--- src/hdl/circular_deque_with_search_assert.svh ---
// Assertion macros for the circular deque block.
// Included by circular_deque_with_search, which carries the concurrent checks; relies on clk and rst_n in scope.
`ifndef CIRCULAR_DEQUE_WITH_SEARCH_ASSERT_SVH
`define CIRCULAR_DEQUE_WITH_SEARCH_ASSERT_SVH
`ifndef SYNTHESIS
// check sampled on clk, idle while reset is asserted
`define CDWS_ASSERT(label, prop, msg) \
  label: assert property (@(posedge clk) disable iff (!rst_n) prop) else $error(msg);
// check sampled on clk, also live during reset
`define CDWS_ASSERT_ALWAYS(label, prop, msg) \
  label: assert property (@(posedge clk) prop) else $error(msg);
`else
`define CDWS_ASSERT(label, prop, msg)
`define CDWS_ASSERT_ALWAYS(label, prop, msg)
`endif
`endif

--- src/hdl/cdws_pkg.sv ---
// Shared types and codes for the circular deque block.
// No dependencies.
package cdws_pkg;

  localparam logic [2:0] CMD_INS_FRONT = 3'd0;
  localparam logic [2:0] CMD_INS_BACK  = 3'd1;
  localparam logic [2:0] CMD_REM_FRONT = 3'd2;
  localparam logic [2:0] CMD_REM_BACK  = 3'd3;
  localparam logic [2:0] CMD_SEARCH    = 3'd4;
  localparam logic [2:0] CMD_COUNT     = 3'd5;

  localparam logic [1:0] ST_OK    = 2'd0;
  localparam logic [1:0] ST_EMPTY = 2'd1;
  localparam logic [1:0] ST_FULL  = 2'd2;

  typedef struct packed {
    logic [2:0]         cmd;
    logic signed [31:0] value;
  } cdws_in_t;

  typedef struct packed {
    logic [1:0] status;
    logic       found;
    logic [3:0] position;
    logic [4:0] count;
  } cdws_out_t;

endpackage

--- src/hdl/cdws_ram.sv ---
// Slot storage for the deque: one write port, one read port with registered data.
// No package dependencies.
module cdws_ram #(
  parameter int DEPTH = 16
) (
  input  logic                       clk,
  input  logic                       wr_en,
  input  logic [$clog2(DEPTH)-1:0]   wr_addr,
  input  logic [31:0]                wr_data,
  input  logic [$clog2(DEPTH)-1:0]   rd_addr,
  output logic [31:0]                rd_data
);

  logic [31:0] mem [DEPTH];
  logic [31:0] rd_data_r;

  always_ff @(posedge clk) begin
    if (wr_en) begin
      mem[wr_addr] <= wr_data;
    end
    rd_data_r <= mem[rd_addr];
  end

  assign rd_data = rd_data_r;

endmodule

--- src/hdl/circular_deque_with_search.sv ---
// Circular deque with linear search. Insert, remove and count: result in the cycle
// after the transaction is taken, next transaction may start that same cycle.
// Search of a nonempty deque: FILL reads the front slot, then SCAN compares one slot
// per cycle up to a match or the last stored slot. Empty one: result in the cycle after.
// Results strobe on out_valid for one cycle; the receiver cannot stall.
// Synchronous active-low reset empties the deque; slot contents stay undefined.
module circular_deque_with_search
  import cdws_pkg::*;
#(
  parameter int DEPTH = 16
) (
  input  logic      clk,
  input  logic      rst_n,
  input  logic      start,
  input  cdws_in_t  in_data,
  output logic      busy,
  output logic      out_valid,
  output cdws_out_t out_data
);

`include "circular_deque_with_search_assert.svh"

  localparam int AW = $clog2(DEPTH);
  localparam int CW = $clog2(DEPTH + 1);
  localparam logic [CW-1:0] DEPTH_C = CW'(DEPTH);
  localparam logic [AW-1:0] LAST_A  = AW'(DEPTH - 1);

  localparam logic [1:0] S_IDLE = 2'd0;
  localparam logic [1:0] S_FILL = 2'd1;
  localparam logic [1:0] S_SCAN = 2'd2;

  logic [1:0]    state_r, state_nxt;
  logic [AW-1:0] front_r, front_nxt;
  logic [CW-1:0] count_r, count_nxt;
  logic [AW-1:0] rd_ptr_r, rd_ptr_nxt;
  logic [AW-1:0] cmp_idx_r, cmp_idx_nxt;
  logic [31:0]   val_r, val_nxt;
  logic          out_valid_r, out_valid_nxt;
  cdws_out_t     out_r, out_nxt;

  logic          accept;
  logic          wr_en;
  logic [AW-1:0] wr_addr;
  logic [AW-1:0] rd_addr;
  logic [31:0]   rd_data;
  logic [AW:0]   back_sum;
  logic          last_cmp;

  function automatic logic [AW-1:0] ring_inc(input logic [AW-1:0] a);
    ring_inc = (a == LAST_A) ? '0 : a + AW'(1);
  endfunction

  assign accept   = start && !busy;
  assign busy     = (state_r != S_IDLE);
  // slot just past the back: front + count, unfolded; the back insert folds it once
  assign back_sum = {1'b0, front_r} + (AW+1)'(count_r);
  assign rd_addr  = (state_r == S_FILL) ? front_r : rd_ptr_r;
  assign last_cmp = ((CW'(cmp_idx_r) + CW'(1)) == count_r);

  cdws_ram #(.DEPTH(DEPTH)) u_ram (
    .clk     (clk),
    .wr_en   (wr_en),
    .wr_addr (wr_addr),
    .wr_data (in_data.value),
    .rd_addr (rd_addr),
    .rd_data (rd_data)
  );

  always_comb begin
    state_nxt     = state_r;
    front_nxt     = front_r;
    count_nxt     = count_r;
    rd_ptr_nxt    = rd_ptr_r;
    cmp_idx_nxt   = cmp_idx_r;
    val_nxt       = val_r;
    out_valid_nxt = 1'b0;
    out_nxt       = out_r;
    wr_en         = 1'b0;
    wr_addr       = front_r;

    unique case (state_r)
      S_IDLE: begin
        if (accept) begin
          out_valid_nxt   = 1'b1;
          out_nxt.status  = ST_OK;
          out_nxt.found   = 1'b0;
          out_nxt.position = '0;
          unique case (in_data.cmd)
            CMD_INS_FRONT: begin
              if (count_r == DEPTH_C) begin
                out_nxt.status = ST_FULL;
              end else begin
                front_nxt = (front_r == '0) ? LAST_A : front_r - AW'(1);
                wr_en     = 1'b1;
                wr_addr   = front_nxt;
                count_nxt = count_r + CW'(1);
              end
            end
            CMD_INS_BACK: begin
              if (count_r == DEPTH_C) begin
                out_nxt.status = ST_FULL;
              end else begin
                wr_en     = 1'b1;
                wr_addr   = (back_sum >= (AW+1)'(DEPTH)) ?
                            AW'(back_sum - (AW+1)'(DEPTH)) : AW'(back_sum);
                count_nxt = count_r + CW'(1);
              end
            end
            CMD_REM_FRONT: begin
              if (count_r == '0) begin
                out_nxt.status = ST_EMPTY;
              end else begin
                front_nxt = ring_inc(front_r);
                count_nxt = count_r - CW'(1);
              end
            end
            CMD_REM_BACK: begin
              if (count_r == '0) begin
                out_nxt.status = ST_EMPTY;
              end else begin
                count_nxt = count_r - CW'(1);
              end
            end
            CMD_SEARCH: begin
              if (count_r == '0) begin
                out_nxt.status = ST_EMPTY;
              end else begin
                // result comes out of the scan instead
                out_valid_nxt = 1'b0;
                val_nxt       = in_data.value;
                cmp_idx_nxt   = '0;
                state_nxt     = S_FILL;
              end
            end
            default: begin
            end
          endcase
          out_nxt.count = 5'(count_nxt);
        end
      end
      S_FILL: begin
        rd_ptr_nxt = ring_inc(front_r);
        state_nxt  = S_SCAN;
      end
      S_SCAN: begin
        // compare slot cmp_idx while the next one is read
        rd_ptr_nxt  = ring_inc(rd_ptr_r);
        cmp_idx_nxt = cmp_idx_r + AW'(1);
        if ((rd_data == val_r) || last_cmp) begin
          out_valid_nxt    = 1'b1;
          out_nxt.status   = ST_OK;
          out_nxt.found    = (rd_data == val_r);
          out_nxt.position = (rd_data == val_r) ? 4'(cmp_idx_r) : 4'd0;
          out_nxt.count    = 5'(count_r);
          state_nxt        = S_IDLE;
        end
      end
      default: begin
        state_nxt = S_IDLE;
      end
    endcase
  end

  always_ff @(posedge clk) begin
    if (!rst_n) begin
      state_r     <= S_IDLE;
      front_r     <= '0;
      count_r     <= '0;
      out_valid_r <= 1'b0;
    end else begin
      state_r     <= state_nxt;
      front_r     <= front_nxt;
      count_r     <= count_nxt;
      out_valid_r <= out_valid_nxt;
    end
  end

  always_ff @(posedge clk) begin
    rd_ptr_r  <= rd_ptr_nxt;
    cmp_idx_r <= cmp_idx_nxt;
    val_r     <= val_nxt;
    out_r     <= out_nxt;
  end

  assign out_valid = out_valid_r;
  assign out_data  = out_r;

  `CDWS_ASSERT(a_count_bound, count_r <= DEPTH_C, "stored count exceeds depth")
  `CDWS_ASSERT(a_scan_end_result, $fell(busy) |-> out_valid, "scan ended without a result")
  `CDWS_ASSERT(a_found_ok, out_valid && out_data.found |-> out_data.status == ST_OK, "found with bad status")
  `CDWS_ASSERT(a_scan_holds_count, (state_r == S_SCAN) |=> $stable(count_r), "count moved during scan")
  `CDWS_ASSERT_ALWAYS(a_reset_idle, !rst_n |=> !busy && !out_valid, "not idle after reset")

endmodule

--- config.mk ---
export PLATFORM = sky130hd
export DESIGN_NAME = circular_deque_with_search
export DESIGN_NICKNAME = d
export VERILOG_FILES = /design/src/hdl/cdws_pkg.sv /design/src/hdl/cdws_ram.sv /design/src/hdl/circular_deque_with_search.sv
export VERILOG_INCLUDE_DIRS = /design/src /design/src/hdl
export SDC_FILE = /design/constraint.sdc
export NUM_CORES = 1
export LEC_CHECK = 0
export ABC_AREA = 1
export BUFFER_PORTS_ARGS = -buffer_cell sky130_fd_sc_hd__buf_4
export CELL_PAD_IN_SITES_DETAIL_PLACEMENT = 1
export CELL_PAD_IN_SITES_GLOBAL_PLACEMENT = 2
export CORE_MARGIN = 2
export CORE_UTILIZATION = 39
export CTS_CLUSTER_DIAMETER = 50
export DETAILED_ROUTE_END_ITERATION = 10
export GPL_ROUTABILITY_DRIVEN = 0
export GPL_TIMING_DRIVEN = 0
export PLACE_DENSITY_LB_ADDON = 0.1
export REMOVE_ABC_BUFFERS = 1
export SLEW_MARGIN = 40
export SYNTH_ARGS = -nofsm -noshare
export SYNTH_HDL_FRONTEND = slang
export SYNTH_SLANG_ARGS = --single-unit
export TNS_END_PERCENT = 1
--- constraint.sdc ---
create_clock -name clk -period 3.5 [get_ports clk]
set_clock_uncertainty 0.05 [all_clocks]
set_input_delay 0.7 -clock clk [delete_from_list [all_inputs] [get_ports clk]]
set_output_delay 0.7 -clock clk [all_outputs]
set_load 0.02 [all_outputs]
* Yosys cells after proc, flatten, opt, wreduce, memory -nomap -nowiden *
Memory sizes are Yosys's and may differ from the RTL's. A register that Yosys moved wholly into a read port is not among the register bits.
Cells that the tools add are included.

storage, ports and cells
  register bits = 64
  output and inout port bits = 14
  memory bits (writable) = 512
  memories = 1
  input bits = 38

memories
  memory     words  bits a word  read ports  clocked after memory_dff  wr ports  RTL line        text
  u_ram.mem  16     32           1           1                         1         cdws_ram.sv:14  logic [31:0] mem [DEPTH];

operators by class
  $add $sub $neg = 9
  muxes and demuxes = 43
  bitwise gates (word level) = 1
  order comparisons = 1
  eq/ne operators = 16
  reduce and logical (&&, ||, !) cells = 20

operators by type and width
  operator             count
  $mux 4               14
  $eq 32x32->1         1
  $pmux 4 s2           4
  $mux 12              2
  $pmux 12 s2          1
  $reduce_and 4->1     4
  $add 4x1->4 const B  3
  $mux 1               11
  $mux 2               5
  $mux 5               2
  $pmux 5 s2           1
  $eq 4x4->1 const B   2
  $ne 2x2->1 const B   4
  $reduce_bool 2->1    4
  $sub 4x1->4 const B  2
  $eq 3x2->1 const B   2
  $pmux 2 s3           1
  $add 4x1->5 const B  1
  $add 4x5->5          1
  $add 5x1->5 const B  1
  $eq 5x5->1           1
  $eq 5x5->1 const B   1
  $ge 5x5->1 const B   1
  $logic_not 5->1      1
  other kinds (19)     20

* Logic depth before layout (Yosys ltp) *
  word-level depth = 7
  gate-level depth with buffers = 14
  mapped depth without buffers = 14

* Cells and area by module *
From an unflattened synthesis, not the netlist that was laid out.

unflattened totals
  cells, all modules = 2522
  area total of the unflattened synthesis = 26369.0 µm²

by module, submodules not included
  module                      cells each  area each (µm²)  sequential area each (µm²)  times used
  cdws_ram                    2120        22730.6          16015.4                     1
  circular_deque_with_search  402         3638.5           1801.7                      1

* Least setup slack after synthesis *
OpenSTA, ideal clock, no wires.

  path type = register -> register
  from = reg front_r[0]
  to = mem u_ram.mem[2][0], enable pin
  data required time = 3029 ps
  setup time = 421 ps
  slack = 19 ps
  arrival time = 3010 ps
  cell stages (with the launch flop) = 9
  period minus slack after synthesis = 3481 ps
  cells stage by stage = dfxtp_1 ha_1 fa_1 xor2_1 o211ai_1 nand3_1 o21ai_0 nand3_2 nor2_1

on the way
  longest elaborated chain between the ends = 7

RTL lines
  element                                           RTL line                                                              text
  start, declared                                   circular_deque_with_search.sv:33                                      logic [AW-1:0] front_r, front_nxt;
  start signal, assigned                            circular_deque_with_search.sv:172                                     front_r <= front_nxt;
  $add 4x5->5                                       circular_deque_with_search.sv:56                                      assign back_sum = {1'b0, front_r} + (AW+1)'(count_r);
  $sub 4x1->4 / $ge 5x5->1 (equally long branches)  circular_deque_with_search.sv:105, circular_deque_with_search.sv:104
  $mux 4                                            circular_deque_with_search.sv:104                                     wr_addr = (back_sum >= (AW+1)'(DEPTH)) ?
  $mux 4                                            circular_deque_with_search.sv:100                                     if (count_r == DEPTH_C) begin
  $pmux 4 s2                                        circular_deque_with_search.sv:88                                      unique case (in_data.cmd)
  $mux 4                                            circular_deque_with_search.sv:83                                      if (accept) begin
  $mux 4 *                                          circular_deque_with_search.sv:81                                      unique case (state_r)
  end, declared                                     cdws_ram.sv:14

Every way passes the cells marked *; elsewhere a longest branch is shown, timed or not.

* Final worst setup path *
  from = reg front_r[0]
  to = mem u_ram.mem[8][0], enable pin

The elaborated chain is that of the path after synthesis.

==> qor.tcl <==
set qor(num_rows) 92
set qor(clk_latency_ns) 0.60
set qor(run_status) {complete, no violations}
set qor(clock_tree.htree_level_count) 3
set qor(power_per_unit_of_standard_cell_area_nw_per_um2) 556
set qor(cp-startpoint) {front_r[0]}
set qor(cts_tree) {built}
set qor(avgViaCountPerCell) 5.14
set qor(instances_no_fill) 3122
set qor(holdWs_ns) 0.345
set qor(ys.warnings.count) 0
set qor(layout_commonest_cell) {sky130_fd_sc_hd__edfxtp_1}
set qor(buffer_ports.inserted) 51
set qor(ant_nets) 0
set qor(die-height_um) 258
set qor(synthArstFlopShare_pct) 0
set qor(drc) 0
set qor(layout-area-overhead-vs-synth_pct) 22.7
set qor(holdCritStartpoint) {rst_n}
set qor(timing.final.crit_share_pct) 96.0
set qor(worstHoldPathType) {in2reg}
set qor(ys_dominant_reg_cell) {sky130_fd_sc_hd__edfxtp_1}
set qor(hold_viol_final) 0
set qor(rsz0062_at_grt) {yes}
set qor(path_max_fanout) 11
set qor(multi_input_area_um2) 5670
set qor(timing.critical_path.arrival_ns) 3.61
set qor(tritoncts.num_buffers) 75
set qor(slew_viol_final) 0
set qor(leakagePower_nw) 11.5
set qor(post_route_cells_drive_above_1_share_pct) 13.6
set qor(postRouteWirelength_um) 67000
set qor(grt_pass1_vias) 16703
set qor(fillers) 6497
set qor(cts-root-to-sink-buffers) 3
set qor(timing_worst_slew_pin_value_ns) 0.617
set qor(cp-end-kind) {register}
set qor(ys_seq_elements) 608
set qor(grt_antenna_before_repair) 2
set qor(numnets_final) 2270
set qor(final.setup.worst_slack_ns) 0.140
set qor(routed-via-count) 16035
set qor(drt_first_iter_violations) 911
set qor(core_area_um2) 63300
set qor(synth_edf_count) 564
set qor(synthCells) 2096
set qor(critical_path_required_ns) 3.75
set qor(globalRouteOverflowTotal) 0
set qor(clk_root_buffer_cell) {sky130_fd_sc_hd__clkbuf_16}
set qor(p_total_mw) 17.1
set qor(fmax_ghz) 0.298
set qor(die-width_um) 258
set qor(tritoncts_num_sinks) 608
set qor(grt_first_pass_wirelength_um) 102000
set qor(clk_pin_slew_ns) 0.06
set qor(hpwlAfterDp_um) 44000
set qor(maxSlewHeadroom_pct) 58.7
set qor(synthDistinctLibCells) 34
set qor(synth_seq_area_share_pct) 71.0
set qor(layout.area.seq_um2) 17800
set qor(synth_area_um2) 25100
set qor(final_cell_area_um2) 30800
set qor(timing.final.setup_violations) 0
set qor(syn_avg_cell_area_um2) 12.0
set qor(timing.critical_path.from_type) {register}
set qor(antenna_cells_inserted) 0
set qor(io_pins) 52
set qor(timing.setup.critical_path_class) {reg2reg}
set qor(finalCriticalPeriod_ns) 3.36
set qor(placement_setup_slack_ns) -0.281
set qor(drt-pass1-iter-count) 5
set qor(wl_per_cell_um) 21.5
set qor(grtUsageTotal_pct) 20.4
set qor(cap_violations) 0
set qor(ir_drop_mv) 0.307
set qor(reg2reg_from) {front_r[0]}
set qor(largest_net_degree_at_the_start_of_global_routing) 46
set qor(effective_utilization_at_floorplan_pct) 39.6
set qor(placement.cell_area_um2) 28200
set qor(top_library_cells_by_usage_in_the_layout_fill_and_taps_aside) {sky130_fd_sc_hd__edfxtp_1 (564), sky130_fd_sc_hd__inv_1 (317), sky130_fd_sc_hd__nand2_1 (275)}
set qor(die_area_um2) 66400
set qor(dp.cells) 2984
==> sequential cells by signal, indices dropped and copies added (netlist names), 2 cells and up <==
| register | count |
|---|---|
| u_ram.mem | 512 |
| u_ram.rd_data | 32 |
| val_r | 32 |
| rd_ptr_r | 4 |
| cmp_idx_r | 4 |
| count_r | 5 |
| front_r | 4 |
| out_data | 12 |
| state_r | 2 |
==> kinds of logic (layout without fill, tap and decap cells) <==
family | Yosys count | count (layout) | synth area share (%)
fa+ha+maj | 14 | 14 | 0.728
flops | 608 | 608 | 71.0
compound gates | 443 | 443 | 10.3
simple gates | 556 | 556 | 9.57
buf+inv | 436 | 616 | 7.07
xor+xnor | 39 | 39 | 1.36
==> stage by stage <==
step | utilization [%] | setup TNS (ns)
after floorplan | - | -117.50
final | 48.6 | 0
after global routing | 48.6 | -0.575
after global placement | 41.0 | -1892.31
after CTS | 48.6 | 0
after detailed placement | 44.6 | -4.29
==> final timing paths <==
| kind | to | slack (ns) | cells past startpoint |
|---|---|---|---|
| worst max-delay path | u_ram.mem[8][0] | 0.14 | 10 |
| worst max register to register | u_ram.mem[8][0] | 0.14 | 10 |
| worst min-delay path | count_r[0] | 0.35 | 3 |
| worst min register to register | state_r[0] | 0.44 | 2 |
==> area by class of cell <==
| type | count | share of cell area, % |
|---|---|---|
| clock inverters | 41 | 1.60 |
| repair buffers | 157 | 8.00 |
| flip-flops and latches | 608 | 57.9 |
| clock buffers | 94 | 6.66 |
| multi-input cells | 1052 | 18.4 |
| well taps | 846 | 3.44 |
| inverters | 324 | 4.00 |
==> what timing repair did <==
action | 4_1_cts | 5_1_grt
resized for setup | 1 | 3
hold buffers | 0 | 0
setup buffers | 1 | 2
endpoints found under the setup margin | 23 | 97
pin swaps | 1 | 2
==> synthesized netlist by cell type (all sizes together), types with 13 or more instances <==
cell type / count / area share (%)
edfxtp: 564 / 67
inv: 322 / 4.8
nand2: 278 / 4.2
nand3: 212 / 4.3
o21ai: 158 / 3.2
a21oi: 147 / 3.0
o211ai: 133 / 4.0
buf: 93 / 1.9
nor2: 58 / 0.94
dfxtp: 44 / 3.5
xnor2: 25 / 0.87
clkbuf: 19 / 0.28
xor2: 14 / 0.49
ha: 13 / 0.65
==> power by group <==
group | internal (mW) | leakage (nW) | switching [mW]
sequential | 8.04 | 5.46 | 0.0605
clock | 4.91 | 1.25 | 3.05
combinational | 0.384 | 4.81 | 0.670
==> critical path: stages, from the launching register on <==
cell and delay [ns]:
sky130_fd_sc_hd__dfxtp_1 0.40, sky130_fd_sc_hd__ha_1 0.27, sky130_fd_sc_hd__fa_1 0.38, sky130_fd_sc_hd__xor2_1 0.17, sky130_fd_sc_hd__o211ai_1 0.18, sky130_fd_sc_hd__nand3_1 0.08
sky130_fd_sc_hd__o21ai_0 0.21, sky130_fd_sc_hd__nand2_1 0.35, sky130_fd_sc_hd__nor2_4 0.54, sky130_fd_sc_hd__buf_16 0.23, sky130_fd_sc_hd__buf_16 0.17
==> layer usage <==
metal	vias to the layer above	part of all wire [%]	global-route usage, %
met3	98	3.8	3.03
met1	8050	47	28.9
met5	-	0.045	0
met4	4	2.0	5.78
li1	7610	-	-
met2	273	47	32.9
(Power assumes the default switching activity.)
